--- src/hdl/etx_pkg.sv ---
// Shared types, line code constants and coding functions for the 4B5B/NRZI frame transmitter.
package etx_pkg;

	localparam logic [31:0] CRC_POLY = 32'hEDB88320;
	localparam logic [31:0] CRC_ONES = 32'hFFFFFFFF;

	localparam logic [4:0] SYM_J    = 5'b11000;
	localparam logic [4:0] SYM_K    = 5'b10001;
	localparam logic [4:0] SYM_T    = 5'b01101;
	localparam logic [4:0] SYM_R    = 5'b00111;
	localparam logic [4:0] SYM_IDLE = 5'b11111;

	localparam logic [3:0] NIB_PRE = 4'h5;
	localparam logic [3:0] NIB_SFD = 4'hd;

	// Word steps of one queue entry
	localparam int STEP_W = 4;
	localparam logic [STEP_W-1:0] STEP_JK   = 4'd0;
	localparam logic [STEP_W-1:0] STEP_SFD  = 4'd7;
	localparam logic [STEP_W-1:0] STEP_DATA = 4'd8;
	localparam logic [STEP_W-1:0] STEP_FCS0 = 4'd9;
	localparam logic [STEP_W-1:0] STEP_FCS1 = 4'd10;
	localparam logic [STEP_W-1:0] STEP_FCS2 = 4'd11;
	localparam logic [STEP_W-1:0] STEP_FCS3 = 4'd12;
	localparam logic [STEP_W-1:0] STEP_TR   = 4'd13;
	localparam logic [STEP_W-1:0] STEP_IDLE = 4'd14;

	typedef struct packed {
		logic        first;
		logic        last;
		logic [7:0]  data;
		logic [31:0] fcs;
	} etx_entry_t;

	function automatic logic [4:0] code5(input logic [3:0] nib);
		logic [4:0] c;
		unique case (nib)
			4'h0: c = 5'h1E;
			4'h1: c = 5'h09;
			4'h2: c = 5'h14;
			4'h3: c = 5'h15;
			4'h4: c = 5'h0A;
			4'h5: c = 5'h0B;
			4'h6: c = 5'h0E;
			4'h7: c = 5'h0F;
			4'h8: c = 5'h12;
			4'h9: c = 5'h13;
			4'hA: c = 5'h16;
			4'hB: c = 5'h17;
			4'hC: c = 5'h1A;
			4'hD: c = 5'h1B;
			4'hE: c = 5'h1C;
			default: c = 5'h1D;
		endcase
		return c;
	endfunction

	// Reflected CRC-32, one byte
	function automatic logic [31:0] crc_byte(input logic [31:0] crc, input logic [7:0] b);
		logic [31:0] c;
		c = crc ^ {24'd0, b};
		for (int k = 0; k < 8; k++) begin
			c = c[0] ? ((c >> 1) ^ CRC_POLY) : (c >> 1);
		end
		return c;
	endfunction

endpackage

--- src/hdl/etx_front.sv ---
// Front end: accepts frame bytes, tracks frame start, folds the CRC and builds queue entries.
module etx_front (
	input  logic               clk,
	input  logic               arst_n,
	input  logic               in_valid,
	output logic               in_stall,
	input  logic [7:0]         frame_byte,
	input  logic               frame_last,
	input  logic               q_full,
	output logic               push,
	output etx_pkg::etx_entry_t entry
);
	import etx_pkg::*;

	logic        frame_open_q;
	logic [31:0] crc_q;
	logic [31:0] crc_base;
	logic [31:0] crc_next;

	assign in_stall = q_full;
	assign push     = in_valid && !q_full;
	assign crc_base = frame_open_q ? crc_q : CRC_ONES;
	assign crc_next = crc_byte(crc_base, frame_byte);

	always_comb begin
		entry.first = !frame_open_q;
		entry.last  = frame_last;
		entry.data  = frame_byte;
		entry.fcs   = ~crc_next;
	end

	always_ff @(posedge clk or negedge arst_n) begin
		if (!arst_n) begin
			frame_open_q <= 1'b0;
			crc_q        <= CRC_ONES;
		end else if (push) begin
			frame_open_q <= !frame_last;
			crc_q        <= frame_last ? CRC_ONES : crc_next;
		end
	end

	a_close_on_last: assert property (@(posedge clk) disable iff (!arst_n)
		push && frame_last |=> !frame_open_q && crc_q == CRC_ONES)
		else $error("frame not closed after last byte");

endmodule

--- src/hdl/etx_queue.sv ---
// Small register FIFO between the byte front end and the word sequencer.
module etx_queue #(
	parameter int DEPTH = 4
) (
	input  logic                clk,
	input  logic                arst_n,
	input  logic                push,
	input  etx_pkg::etx_entry_t push_data,
	input  logic                pop,
	output logic                full,
	output logic                head_valid,
	output etx_pkg::etx_entry_t head
);
	import etx_pkg::*;

	localparam int PTR_W = (DEPTH > 1) ? $clog2(DEPTH) : 1;
	localparam int CNT_W = $clog2(DEPTH + 1);

	etx_entry_t        mem_q [DEPTH];
	logic [PTR_W-1:0]  wr_ptr_q;
	logic [PTR_W-1:0]  rd_ptr_q;
	logic [CNT_W-1:0]  count_q;

	assign full       = (count_q == CNT_W'(DEPTH));
	assign head_valid = (count_q != '0);
	assign head       = mem_q[rd_ptr_q];

	function automatic logic [PTR_W-1:0] bump(input logic [PTR_W-1:0] p);
		return (p == PTR_W'(DEPTH - 1)) ? '0 : p + PTR_W'(1);
	endfunction

	always_ff @(posedge clk) begin
		if (push) begin
			mem_q[wr_ptr_q] <= push_data;
		end
	end

	always_ff @(posedge clk or negedge arst_n) begin
		if (!arst_n) begin
			wr_ptr_q <= '0;
			rd_ptr_q <= '0;
			count_q  <= '0;
		end else begin
			if (push) begin
				wr_ptr_q <= bump(wr_ptr_q);
			end
			if (pop) begin
				rd_ptr_q <= bump(rd_ptr_q);
			end
			if (push && !pop) begin
				count_q <= count_q + CNT_W'(1);
			end else if (pop && !push) begin
				count_q <= count_q - CNT_W'(1);
			end
		end
	end

	a_no_overflow: assert property (@(posedge clk) disable iff (!arst_n)
		full |-> !push)
		else $error("push into full queue");
	a_no_underflow: assert property (@(posedge clk) disable iff (!arst_n)
		pop |-> head_valid)
		else $error("pop from empty queue");

endmodule

--- src/hdl/etx_back.sv ---
// Back end: walks each queue entry through its words, 4B5B/NRZI codes them, output register.
module etx_back (
	input  logic                clk,
	input  logic                arst_n,
	input  logic                head_valid,
	input  etx_pkg::etx_entry_t head,
	output logic                pop,
	output logic                out_valid,
	input  logic                out_stall,
	output logic [9:0]          line_bits,
	output logic                run_last,
	output logic                frame_done
);
	import etx_pkg::*;

	logic              started_q;
	logic [STEP_W-1:0] step_q;
	logic [STEP_W-1:0] cur_step;
	logic [STEP_W-1:0] end_step;
	logic [1:0]        fcs_idx;
	logic [7:0]        fcs_byte;
	logic              load;
	logic              at_end;
	logic [4:0]        sym_a;
	logic [4:0]        sym_b;
	logic [9:0]        ser;
	logic [9:0]        nrzi;
	logic [10:0]       lvl;
	logic              level_q;
	logic              out_valid_q;
	logic [9:0]        line_bits_q;
	logic              run_last_q;
	logic              frame_done_q;

	assign cur_step = started_q ? step_q : (head.first ? STEP_JK : STEP_DATA);
	assign end_step = head.last ? STEP_IDLE : STEP_DATA;
	assign at_end   = (cur_step == end_step);
	assign load     = head_valid && (!out_valid_q || !out_stall);
	assign pop      = load && at_end;
	assign fcs_idx  = 2'(cur_step - STEP_FCS0);
	assign fcs_byte = head.fcs[fcs_idx*8 +: 8];

	always_comb begin
		unique case (cur_step) inside
			STEP_JK: begin
				sym_a = SYM_J;
				sym_b = SYM_K;
			end
			STEP_SFD: begin
				sym_a = code5(NIB_PRE);
				sym_b = code5(NIB_SFD);
			end
			STEP_DATA: begin
				sym_a = code5(head.data[3:0]);
				sym_b = code5(head.data[7:4]);
			end
			[STEP_FCS0:STEP_FCS3]: begin
				sym_a = code5(fcs_byte[3:0]);
				sym_b = code5(fcs_byte[7:4]);
			end
			STEP_TR: begin
				sym_a = SYM_T;
				sym_b = SYM_R;
			end
			STEP_IDLE: begin
				sym_a = SYM_IDLE;
				sym_b = SYM_IDLE;
			end
			default: begin
				// preamble words
				sym_a = code5(NIB_PRE);
				sym_b = code5(NIB_PRE);
			end
		endcase
	end

	// symbols leave MSB first; a one toggles the line
	always_comb begin
		for (int k = 0; k < 5; k++) begin
			ser[k]     = sym_a[4-k];
			ser[5 + k] = sym_b[4-k];
		end
		lvl[0] = level_q;
		for (int k = 0; k < 10; k++) begin
			lvl[k+1] = lvl[k] ^ ser[k];
			nrzi[k]  = lvl[k+1];
		end
	end

	always_ff @(posedge clk or negedge arst_n) begin
		if (!arst_n) begin
			started_q   <= 1'b0;
			step_q      <= STEP_JK;
			level_q     <= 1'b0;
			out_valid_q <= 1'b0;
		end else begin
			if (!out_valid_q || !out_stall) begin
				out_valid_q <= head_valid;
			end
			if (load) begin
				level_q   <= lvl[10];
				started_q <= !at_end;
				step_q    <= cur_step + STEP_W'(1);
			end
		end
	end

	always_ff @(posedge clk) begin
		if (load) begin
			line_bits_q  <= nrzi;
			run_last_q   <= at_end;
			frame_done_q <= (cur_step == STEP_IDLE);
		end
	end

	assign out_valid  = out_valid_q;
	assign line_bits  = line_bits_q;
	assign run_last   = run_last_q;
	assign frame_done = frame_done_q;

	a_done_is_last: assert property (@(posedge clk) disable iff (!arst_n)
		out_valid_q && frame_done_q |-> run_last_q)
		else $error("frame_done without run_last");
	a_step_range: assert property (@(posedge clk) disable iff (!arst_n)
		started_q |-> step_q <= STEP_IDLE)
		else $error("sequencer step out of range");
	a_pop_on_end: assert property (@(posedge clk) disable iff (!arst_n)
		pop |=> out_valid_q && run_last_q)
		else $error("entry retired without final word");

endmodule

--- src/hdl/ethernet_4b5b_nrzi_frame_transmitter.sv ---
// Top level of the 4B5B/NRZI Fast Ethernet frame transmitter with CRC-32 FCS.
//
//  Channel | Signals                                   | Direction
//  --------+-------------------------------------------+----------
//  in      | in_valid, in_stall, frame_byte, frame_last | byte transfer into the block
//  out     | out_valid, out_stall, line_bits,           | 10-bit line word transfer out
//          | run_last, frame_done                       |
//
// The word sequencer in etx_back sets the line word rate; out_stall can hold it.
// A middle byte gives 1 word, a first byte 9 (J/K, 6 preamble words, SFD, byte), a last byte 7
// (byte, 4 FCS, T/R, IDLE/IDLE), a single-byte frame 15; bytes enter at one per cycle
// while the entry queue (QUEUE_DEPTH entries) has room.
// arst_n clears frame state, CRC preset, NRZI line level, queue and output valid.
// out_stall holds the output register; the queue absorbs bytes until it fills,
// then in_stall rises.
module ethernet_4b5b_nrzi_frame_transmitter #(
	parameter int QUEUE_DEPTH = 4
) (
	input  logic       clk,
	input  logic       arst_n,
	input  logic       in_valid,
	output logic       in_stall,
	input  logic [7:0] frame_byte,
	input  logic       frame_last,
	output logic       out_valid,
	input  logic       out_stall,
	output logic [9:0] line_bits,
	output logic       run_last,
	output logic       frame_done
);
	import etx_pkg::*;

	// front-to-queue transfer
	logic       push;
	etx_entry_t push_entry;
	logic       q_full;

	// queue-to-back transfer
	logic       head_valid;
	etx_entry_t head;
	logic       pop;

	// Front: frame start detect and CRC fold, one byte per cycle while the queue is not full
	etx_front u_front (
		.clk        (clk),
		.arst_n     (arst_n),
		.in_valid   (in_valid),
		.in_stall   (in_stall),
		.frame_byte (frame_byte),
		.frame_last (frame_last),
		.q_full     (q_full),
		.push       (push),
		.entry      (push_entry)
	);

	// Decouples byte intake from multi-word expansion
	etx_queue #(
		.DEPTH (QUEUE_DEPTH)
	) u_queue (
		.clk        (clk),
		.arst_n     (arst_n),
		.push       (push),
		.push_data  (push_entry),
		.pop        (pop),
		.full       (q_full),
		.head_valid (head_valid),
		.head       (head)
	);

	// Back: word sequencing, 4B5B, NRZI and the output register
	etx_back u_back (
		.clk        (clk),
		.arst_n     (arst_n),
		.head_valid (head_valid),
		.head       (head),
		.pop        (pop),
		.out_valid  (out_valid),
		.out_stall  (out_stall),
		.line_bits  (line_bits),
		.run_last   (run_last),
		.frame_done (frame_done)
	);

endmodule
--- config.mk ---
export PLATFORM = sky130hd
export DESIGN_NAME = ethernet_4b5b_nrzi_frame_transmitter
export DESIGN_NICKNAME = d
export VERILOG_FILES = /design/src/hdl/etx_pkg.sv /design/src/hdl/etx_front.sv /design/src/hdl/etx_queue.sv /design/src/hdl/etx_back.sv /design/src/hdl/ethernet_4b5b_nrzi_frame_transmitter.sv
export SDC_FILE = /design/constraint.sdc
export NUM_CORES = 1
export LEC_CHECK = 0
export BUFFER_PORTS_ARGS = -buffer_cell sky130_fd_sc_hd__buf_4
export CORE_ASPECT_RATIO = 1.4
export CORE_MARGIN = 5
export CORE_UTILIZATION = 60
export DETAILED_ROUTE_END_ITERATION = 7
export PLACE_DENSITY = 0.73
export SYNTH_ARGS = -nofsm -noshare
export SYNTH_HDL_FRONTEND = slang
export SYNTH_SLANG_ARGS = --single-unit
--- constraint.sdc ---
create_clock -name clk -period 4.62 [get_ports clk]
set_input_delay 1.386 -clock clk [delete_from_list [all_inputs] [get_ports clk]]
set_output_delay 1.386 -clock clk [all_outputs]
set_load 0.01 [all_outputs]
Word-level counts from Yosys, hierarchy flattened. Memories as Yosys holds them, arrays and structs flattened. Cells that the tools add are included. W data, S select, Z words.

Bits in registers: 59. Bits in latches: 0. Memory bits (writable): 168. ROM bits: 320. Input bits: 13. Word-level logic and storage cells: 93. Memories: 5.

$add $sub $neg: 6. Multiply operators: 0. Divide/modulo/power cells: 0. Order comparisons: 2. Eq/ne operators: 8. Shift operators: 1. Multiplexer cells: 21. Bitwise gates (word level): 20. Reductions and logical operators: 18.

Memories: u_queue.mem_q (depth 4, width 42, rd ports 1, clocked after memory_dff 0, wr ports 1, RTL line etx_queue.sv:19) `etx_entry_t mem_q [DEPTH];`; (no name shown) (depth 16, width 5, rd ports 1, clocked after memory_dff 0, wr ports 0, RTL line etx_pkg.sv:37) `unique case (nib)`; (no name shown) (depth 16, width 5, rd ports 1, clocked after memory_dff 0, wr ports 0, RTL line etx_pkg.sv:37); (no name shown) (depth 16, width 5, rd ports 1, clocked after memory_dff 0, wr ports 0, RTL line etx_pkg.sv:37); (no name shown) (depth 16, width 5, rd ports 1, clocked after memory_dff 0, wr ports 0, RTL line etx_pkg.sv:37).

Operators by type and width (number): $mux W32 (10); $not A13 Y14 (8); $not A32 Y32 (1); $shiftx A32 B6 Y8 (1); $xor A32 B8 Y32 (1); $pmux W5 S6 (1); $pmux W5 S5 (1); $eq A4 B4 Y1 const B (3); $xor A1 B1 Y1 (10); $mux W3 (3); $logic_not A1 Y1 (8); $mux W4 (2); $logic_and A1 B1 Y1 (6); $add A2 B1 Y2 const B (2); $add A4 B1 Y4 const B (1); $eq A2 B2 Y1 const B (2); $eq A4 B3 Y1 const B (1); $eq A4 B4 Y1 (1); $ge A4 B4 Y1 const B (1); $le A4 B4 Y1 const B (1); $logic_not A4 Y1 (1); $mux W2 (2); $add A3 B1 Y3 const B (1); $eq A3 B3 Y1 const B (1); other kinds (6) (7).

Logic depth before layout (Yosys ltp). Gate-level depths: netlist (run 1).

Depth after elaboration: 19. Depth in mapped cells: 16. Gate-level depth less buffers: 13.

Cells and area by module. Synthesis (run 1) repeated with hierarchy kept, for this count alone.

Cells, all modules: 730. Area, all modules: 10746.6 µm².

By module, submodules not included: etx_queue (instances 1, cells an instance 257, area each 6535.0 µm², seq. area each 5220.0 µm²); etx_front (instances 1, cells an instance 262, area each 2387.3 µm², seq. area each 865.8 µm²); etx_back (instances 1, cells an instance 211, area each 1824.2 µm², seq. area each 535.5 µm²).

Worst setup path after synthesis (run 1). Ideal clock, no wire load.

Kind: reg2reg. From: register u_back.started_q. To: register u_back.level_q. Library setup time: 0.125 ns. Arrival time: 3.778 ns. Required time: 4.495 ns. Slack: 0.717 ns. Cell stages (with the launch flop): 16. Path buffers: 3. Clock period less this slack: 3.903 ns. Cells stage by stage: dfrtp_1 > buf_6 > clkbuf_1 > nand2_1 > ha_1 > and3b_1 > clkdlybuf4s25_2 > a22o_1 > nor2_1 > inv_1 > a211o_2 > xor2_2 > xnor3_1 > xor3_2 > xnor2_2 > mux2_4.

Word-level cells in the longest chain between the ends: 15.

Ends and longest elaborated chain: start, declared (RTL line etx_back.sv:16) `logic started_q;`; start signal, assigned (RTL line etx_back.sv:102) `started_q <= !at_end;`; $mux W4 (*) (RTL line etx_back.sv:35) `assign cur_step = started_q ? step_q : (head.first ? STEP_JK : STEP_DATA);`; $sub A2 B1 Y2 (RTL line etx_back.sv:40) `assign fcs_idx = 2'(cur_step - STEP_FCS0);`; $shiftx A32 B6 Y8 (RTL line etx_back.sv:41) `assign fcs_byte = head.fcs[fcs_idx*8 +: 8];`; $mem_v2 Z16 W5; $pmux W5 S5 (RTL line etx_back.sv:44) `unique case (cur_step) inside`; $xor A1 B1 Y1 (7 in a row) (RTL line etx_back.sv:85) `lvl[k+1] = lvl[k] ^ ser[k];`; $xor A1 B1 Y1 (*) (RTL line etx_back.sv:85); net u_back.lvl[8] (RTL line etx_back.sv:28) `logic [10:0] lvl;`; $xor A1 B1 Y1 (*) (2 in a row) (RTL line etx_back.sv:85); net u_back.lvl[10] (RTL line etx_back.sv:28); end signal, assigned (RTL line etx_back.sv:101) `level_q <= lvl[10];`; end, declared (RTL line etx_back.sv:29) `logic level_q;`.

The timed path passes the listed nets; every way through them passes the cells marked *. A chain may end at the register's enable or synchronous reset.

Worst setup path after layout (run 1).
From: register u_back.step_q[0]. To: register u_back.level_q.

Word-level cells in the longest chain between the ends: 15.

Ends and longest elaborated chain: start, declared (RTL line etx_back.sv:17) `logic [STEP_W-1:0] step_q;`; start signal, assigned (RTL line etx_back.sv:103) `step_q <= cur_step + STEP_W'(1);`; $mux W4 (*) (RTL line etx_back.sv:35); $sub A2 B1 Y2 (RTL line etx_back.sv:40); $shiftx A32 B6 Y8 (RTL line etx_back.sv:41); $mem_v2 Z16 W5; $pmux W5 S5 (*) (RTL line etx_back.sv:44); $xor A1 B1 Y1 (2 in a row) (RTL line etx_back.sv:85); $xor A1 B1 Y1 (*) (RTL line etx_back.sv:85); net u_back.lvl[3] (RTL line etx_back.sv:28); $xor A1 B1 Y1 (*) (5 in a row) (RTL line etx_back.sv:85); net u_back.lvl[8] (RTL line etx_back.sv:28); $xor A1 B1 Y1 (*) (2 in a row) (RTL line etx_back.sv:85); net u_back.lvl[10] (RTL line etx_back.sv:28).

Marked as above.

==> results of run 1 <==
## sequential cells by signal, indices dropped and copies added, names as in the netlist, 2 cells and up
signal / cells
u_back.line_bits: 10
u_queue.wr_ptr_q: 2
u_back.step_q: 4
u_front.crc_q: 32
u_queue.rd_ptr_q: 2
u_queue.mem_q: 168
u_queue.count_q: 3
## cell type report
cell class	count	share of cell area, %
Sequential cell	227	57.1
Multi-Input combinational cell	405	30.7
Clock buffer	32	5.43
Timing Repair Buffer	51	3.41
Tap cell	236	2.55
Inverter	14	0.453
Clock inverter	8	0.399
## worst reg2reg max path, cell delays in order (launching register included)
cell and delay [ns]:
dfrtp_1 0.46, and2_4 0.24, ha_1 0.39, a21oi_1 0.73, a22oi_1 0.22, nand2_1 0.27
a22oi_2 0.17, o21a_1 0.24, a221oi_4 0.28, xnor2_2 0.20, xor3_2 0.55, xnor2_2 0.17
mux2_4 0.26
## through the flow
| step | cell area (µm²) | setup WS, ns |
|---|---|---|
| after floorplan | 10500 | 0.717 |
| after global placement | 10900 | 0.480 |
| after detailed placement | 10900 | 0.393 |
| after CTS | 11600 | 0.359 |
| after global routing | 11600 | 0.222 |
| final | 11600 | 0.337 |
## metal layers
layer | track usage (%) | wire length (µm) | share of wire, % | up-vias
met3 | 3.54 | 1240 | 5.6 | 42
met5 | 0 | 0 | 0 | -
met1 | 28.3 | 8330 | 37 | 3000
met2 | 39.8 | 11900 | 53 | 200
met4 | 8.87 | 825 | 3.7 | 0
li1 | - | - | - | 2626
## cells by family after synthesis
family,Yosys count
DFF,227
buffers and inverters,45
AOI/OAI and AO/OA,106
and+or+nand+nor,138
muxes,48
adders and majority gates,11
xor gates and xnor gates,102
## worst max-delay path by stage
stage,startpoint,end,cells after the start
after floorplan,u_back.started_q,u_back.level_q,15
after global placement,u_back.step_q[0],u_back.level_q,12
after detailed placement,u_back.step_q[0],u_back.level_q,12
after CTS,u_back.step_q[0],u_back.level_q,12
after global routing,u_back.step_q[0],u_back.level_q,12
final,u_back.step_q[0],u_back.level_q,12
## cells in the final DEF, fill, tap and decap left out, types with 8 or more instances in the layout
master / count
edfxtp_1: 180
xnor2_1: 76
nor2_1: 72
buf_4: 50
a21oi_1: 40
dfstp_2: 32
mux4_2: 28
clkbuf_16: 23
nand2_1: 21
xor2_1: 20
mux4_1: 15
inv_1: 14
dfrtp_1: 13
o21ai_0: 12
ha_1: 10
nand2b_1: 9
nor3_1: 8
==> metrics.txt, run 1 <==
nets about 750; hold path endpoint u_queue.count_q[2]; row cnt 57; endpoints failing setup 0; initial antenna violation count 0; Final Wtd Congestion around 0.9; Post-CTS Hold Buffers 0; postcts setup bufs 0; Hold Path Class flop to flop; most frequent cell after synthesis edfxtp_1; CTS tree done; pin count of the biggest net entering global routing 48; MaxCap Viol Count 0; Reg area around 6600 µm²; I/O Pins 27; share of the synthesized area in the top cell type 51.7%; Synth cell types 70; adder-cell area share of the yosys netlist 1.39%; worst path required time 4.99 ns; CP Launch Type flop; Synth Area in Compound Gates 7.07%; worst skew pair latency approximately 0.5 ns; residual DRC count 0; setup total negative slack 0 ns; CTS resizes 0; Cells after Synth between 600 and 700; cell mode on critical path xnor2_2; total gr overflow 0; min-delay src u_queue.count_q[2]; initial core utilization between 60% and 70%; post-route ant nets 0; diode count 0; Core Area approximately 17000 µm²; vias per cell roughly 6.0; Die Y-Extent approximately 170 µm; GRT Overall Usage 22.8%; synthesized area per cell around 15 µm²; final hold vios 0; Inserted Clock Buffers 22; WL/cell 22.9 µm; Reg clk slew, reported paths about 0.06 ns; RSZ-0062 raised after global routing no; proportion of synthesized area in mux cells about a tenth; area growth from synthesis to layout 11.0%; R2R depth 12; vias in the first global route between 6000 and 7000; Fin Clk Skew approximately 0.015 ns; Buf/Inv on CP 0; min Tclk post-route roughly 4.3 ns; CP max FO 8; Arrival @ worst endpoint about 4.7 ns; fin util between 60% and 70%; max_slew headroom between 30% and 40%; WHS approximately 0.5 ns; Worst Max-Slew Pin Slew ~0.90 ns; syn nets ~700; worst r2r src u_back.step_q[0]; first-pass GRT wire length 34800 µm; nature of the critical path endpoint flop; Hold Path Depth 1; Post-Syn Area roughly 10000 µm²; dpl hpwl around 15000 µm; top_reg_cell synth edfxtp_1; post-synthesis sequential area ratio between 60% and 70%; CTS H-tree lvls 1; final std cells w/o fill 973; filler instances around 1200; CP Cell Sequence and2_4 > ha_1 > a21oi_1 > a22oi_1 > nand2_1 > a22oi_2 > o21a_1 > a221oi_4 > xnor2_2 > xor3_2 > xnor2_2 > mux2_4; CP delay by family, top compound AO/OA/AOI/OAI gates; worst r2r dst u_back.level_q; maximum clock rate 0.233 GHz; Synth Area in Simple Gates roughly 6.0%; Syn. warnings 0; deepest clock path buffer count 3; layout cells sized above 1 a little under a quarter; Die Area approximately 20000 µm²; via count 5868; Largest stage delay, worst path roughly 0.73 ns; fin. max-slew vios 0; area occupied by multi-input gates around 3600 µm²; placed insts between 900 and 1000; synth cell count leaders 180 x edfxtp_1, 76 x xnor2_1, 73 x nor2_1; clock root buffer master clkbuf_16; Yosys reg bits around 230; top post-synthesis cells by area edfxtp_1 52%, dfstp_2 8.0%, xnor2_1 6.4%, mux4_2 6.0%, mux4_1 3.8%; flop-to-flop setup slack roughly 0.34 ns; DRT Pass-1 Iters 5; clock sink count about 230; largest family of logic cells by synthesized area multiplexers; 1st-iter DRT viols 442; Die Span X 122 µm; CP max-delay cell a21oi_1; Synth area leader edfxtp_1; WL final between 20000 and 25000 µm; Async SR Flop Fraction 20.7%; CP Class flop to flop; EDFF count, synth 180; final worst path period share roughly 93%; outcome completed; Synth Area in XOR/XNOR 9.12%; # port buffers 26
Power of run 1 is left out: the tool's default activity adds up to more than one toggle a clock period on the data nets, which glitch-free logic cannot reach.
==> inputs of run 2 (changes only) <==
Settings changed: CORE_ASPECT_RATIO 1.4 to 1.75, CORE_UTILIZATION 60 to 62, PLACE_DENSITY 0.73 to 0.75.
==> run 2 against run 1 <==
Non-clock buffer count unchanged; global-route usage up 1.3 points; register-to-register slack better by 0.15 ns; core utilization is 3.2 points higher; clock skew fell by 0.0047 ns; wire length up 2.2%; sequential share of layout area fell by 0.21 points; die area shrank 2.7%.
==> metrics.txt, run 2 (synthesized netlist as in run 1, its figures left out) <==
outcome completed; worst path required time roughly 5 ns; Fin Clk Skew ~0.010 ns; Post-CTS Hold Buffers 0; Die Y-Extent 182 µm; final worst path period share approximately nine tenths; largest register by flop count u_queue.mem_q; CP Class flop to flop; CTS H-tree lvls 1; Arrival @ worst endpoint 4.51 ns; GR Util met1 28.0%; final worst setup slack between 0.4 and 0.5 ns; I/O Pins 27; 1st-iter DRT viols ~400; Reg clk slew, reported paths approximately 0.060 ns; WL final ~23000 µm; worst skew pair latency around 0.50 ns; setup total negative slack 0 ns; postcts setup bufs 0; area growth from synthesis to layout 11.4%; Final Wtd Congestion 0.876; dpl hpwl 15900 µm; first-pass GRT wire length roughly 35000 µm; MaxCap Viol Count 0; most frequent cells in the layout 180 x edfxtp_1, 76 x xnor2_1, 72 x nor2_1, 50 x buf_4, 40 x a21oi_1; row cnt 62; placed insts ~920; nets 744; RSZ-0062 raised after global routing no; endpoints failing setup 0; commonest non-fill, non-tap cell in the layout edfxtp_1; fin. max-slew vios 0; initial core utilization a little over three fifths; Die Area 19700 µm²; clock root buffer master clkbuf_16; Inserted Clock Buffers 21; Hold Path Class flop to flop; GRT Overall Usage 24.1%; Die Span X between 100 and 150 µm; max_slew headroom around 44%; Worst Max-Slew Pin Slew around 0.83 ns; initial antenna violation count 0; min Tclk post-route about 4.1 ns; residual DRC count 0; Core Area between 15000 and 20000 µm²; max reg flops about 170; GRT busiest layer met2; CTS resizes 0; pin count of the biggest net entering global routing 48; CTS tree done; final std cells w/o fill between 900 and 1000; deepest clock path buffer count 3; post-route ant nets 0; M2 GR Usage between 40% and 50%; vias in the first global route 6156; via count between 5000 and 6000; diode count 0; clock sink count roughly 230; pre-CTS setup slack 0.530 ns; maximum clock rate about 0.24 GHz; DRT Pass-1 Iters 5; layout cells sized above 1 23.8%; CP max FO 23; # port buffers 26; vias per cell a little over 6; M3 GR Usage a little under 3%; total gr overflow 0; nature of the critical path endpoint flop; WL/cell 23.7 µm; fin util 70.5%; final hold vios 0; CP Launch Type flop
==> run 2: cell types whose count changed in the layout (fill, tap and decap cells not counted) <==
cell | previous run | this run
clkinvlp_4 | 3 | 2
clkbuf_16 | 23 | 21
clkbuf_1 | 7 | 2
clkinv_4 | 0 | 2
bufinv_16 | 0 | 3
clkinv_2 | 4 | 2
inv_6 | 0 | 1
clkbuf_8 | 2 | 4
==> run 2: worst max-delay path, cell delays in order, from the launching register on <==
cell	delay, ns
dfrtp_1	0.78
and2_4	0.33
ha_1	0.31
and3b_1	0.43
a22oi_1	0.14
nand2_1	0.19
a22oi_2	0.14
o21a_1	0.23
a221oi_4	0.27
xnor2_2	0.20
xor3_2	0.55
xnor2_2	0.16
mux2_4	0.25
==> run 2: metrics by stage <==
step           area (µm²)  hold WS [ns]
2_1_floorplan       10500         0.456
3_3_place_gp        10900         0.475
3_5_place_dp        10900         0.494
4_1_cts             11600         0.505
5_1_grt             11600         0.517
6_report            11600         0.502
==> run 2: area by class of cell <==
type | count | area (µm²)
Clock buffer | 27 | 588
Sequential cell | 227 | 6620
Inverter | 14 | 52.6
Timing Repair Buffer | 51 | 395
Tap cell | 224 | 280
Clock inverter | 11 | 145
Fill cell | 1068 | 4880
Multi-Input combinational cell | 405 | 3560
==> run 2: final timing paths <==
kind                                   start                   to  slack (ns)  cells after the start
max reg2reg                 u_back.started_q       u_back.level_q        0.49                     12
max in group asynchronous             arst_n  u_queue.rd_ptr_q[1]        3.27                      1
min in group asynchronous             arst_n     u_back.step_q[2]        0.90                      1
min reg2reg                u_front.crc_q[30]    u_front.crc_q[30]        0.50                      2
max                         u_back.started_q       u_back.level_q        0.49                     12
min                        u_front.crc_q[30]    u_front.crc_q[30]        0.50                      2
==> run 2: metal layers <==
layer  share of wire (%)  wire (µm)
met5                   0          0
met4                 5.0       1140
met3                 4.9       1120
met2                  55      12400
met1                  36       8090
Power of run 2 is left out for the same reason.
==> inputs of run 3 (changes only) <==
Settings changed: RECOVER_POWER set to 100.
==> run 3 against run 2 <==
The flow now finishes with violations (capacitance limit, slew limit); non-clock buffer count did not move; sequential share of layout area increased by 0.88 points; global-route usage unchanged; critical path type unchanged.
==> metrics.txt, run 3 (synthesized netlist as in run 1, its figures left out) <==
postcts setup bufs 0; Buf/Inv on CP 0; worst path required time about 5 ns; RSZ-0062 raised after global routing no; Die Area around 20000 µm²; Die Span X about 110 µm; # port buffers 26; setup total negative slack 0 ns; initial antenna violation count 0; Post-CTS Hold Buffers 0; clock root buffer master clkbuf_16; CP Class flop to flop; Die Y-Extent 182 µm; row cnt 62; CP max-delay cell dfrtp_1; clock sink count between 200 and 250; endpoints failing setup 0; WL/cell 23.8 µm; area growth from synthesis to layout 9.65%; Largest stage delay, worst path 0.78 ns; nature of the critical path endpoint flop; CP delay by family, top XOR/XNOR gates; CP Cell Sequence and2_4 > ha_1 > and3b_1 > a22oi_1 > nand2_1 > a22oi_2 > o21a_1 > a221oi_4 > xnor2_1 > xor3_1 > xnor2_1 > mux2_1; CP Launch Type flop; vias per cell slightly above 6; CTS H-tree lvls 1; final std cells w/o fill between 900 and 1000; Reg clk slew, reported paths roughly 0.060 ns; pin count of the biggest net entering global routing 48; initial core utilization a little over three fifths; most frequent cells in the layout 180 x edfxtp_1, 79 x xnor2_1, 72 x nor2_1, 41 x clkbuf_1, 40 x a21oi_1; deepest clock path buffer count 3; DRT Pass-1 Iters 5; failing checks capacitance limit, slew limit; outcome complete, but fails checks; post-route ant nets 0; commonest non-fill, non-tap cell in the layout edfxtp_1; MaxCap Viol Count 5; residual DRC count 0; worst skew pair latency around 0.5 ns; Arrival @ worst endpoint between 4 and 5 ns; 1st-iter DRT viols 371; CTS tree done; placed insts roughly 920; Fin Clk Skew between 0.01 and 0.015 ns; first-pass GRT wire length ~35000 µm; final worst path period share 90.7%; total gr overflow 0; nets roughly 740; max_slew headroom -79.5%; layout cells sized above 1 about 17%; vias in the first global route slightly above 6000; diode count 0; maximum clock rate ~0.24 GHz; CTS resizes 0; largest register by flop count u_queue.mem_q; CP max FO 23; Core Area 16500 µm²; fin. max-slew vios 146; max reg flops 168; I/O Pins 27; area occupied by multi-input gates 3530 µm²; dpl hpwl 15900 µm; WHS between 0.5 and 0.6 ns; Reg area 6620 µm²; filler instances about 1100; Final Wtd Congestion between 0.8 and 0.9; Hold Path Class flop to flop; cell mode on critical path xnor2_1; via count just under 6000; final hold vios 0; GRT Overall Usage between 20% and 30%; WL final 22800 µm; Inserted Clock Buffers 21; min Tclk post-route 4.19 ns; Worst Max-Slew Pin Slew 2.69 ns
==> run 3: cell types whose count changed in the layout (fill, tap and decap cells not counted), sizes merged <==
cell    before  now
buf         51    9
clkbuf      27   69
==> run 3: path summary, 6_finish.rpt <==
path	from	end	slack [ns]	cells after the start
max in group asynchronous	arst_n	u_queue.rd_ptr_q[1]	1.18	1
min	u_front.crc_q[21]	u_front.crc_q[21]	0.50	2
min reg2reg	u_front.crc_q[21]	u_front.crc_q[21]	0.50	2
max reg2reg	u_back.started_q	u_back.level_q	0.43	12
min in group asynchronous	arst_n	u_back.step_q[2]	1.73	1
max	u_back.started_q	u_back.level_q	0.43	12
==> run 3: final cells by class <==
type | instances | area share, %
clock buffers | 27 | 5.13
clock inverters | 11 | 1.27
inverters | 14 | 0.458
multi-input cells | 405 | 30.8
flip-flops and latches | 227 | 57.8
well taps | 224 | 2.45
repair buffers | 51 | 2.15
==> run 3: per-layer routing <==
metal  GRT usage, %  up-vias  part of all wire (%)
li1               -     2628                     -
met1           28.0     2975                    36
met2           44.1      229                    55
met3           2.95       65                   4.9
met4           10.4        0                   4.7
met5              0        -                     0
==> run 3: stage by stage <==
| step | instance area (µm²) | setup WS (ns) | util (%) |
|---|---|---|---|
| 2_1_floorplan | 10500 | 0.717 | - |
| 5_1_grt | 11500 | 0.142 | 69.4 |
| 3_3_place_gp | 10900 | 0.639 | 66.0 |
| 3_5_place_dp | 10900 | 0.530 | 66.0 |
| 6_report | 11500 | 0.428 | 69.4 |
| 4_1_cts | 11600 | 0.518 | 70.5 |
==> run 3: tightest hold or removal path: cells and delay by family, from the launching register on <==
kind	cells	cell delay [ns]
compound gates	1	0.05
flops	1	0.37
simple gates	1	0.09
Power of run 3 is left out for the same reason.
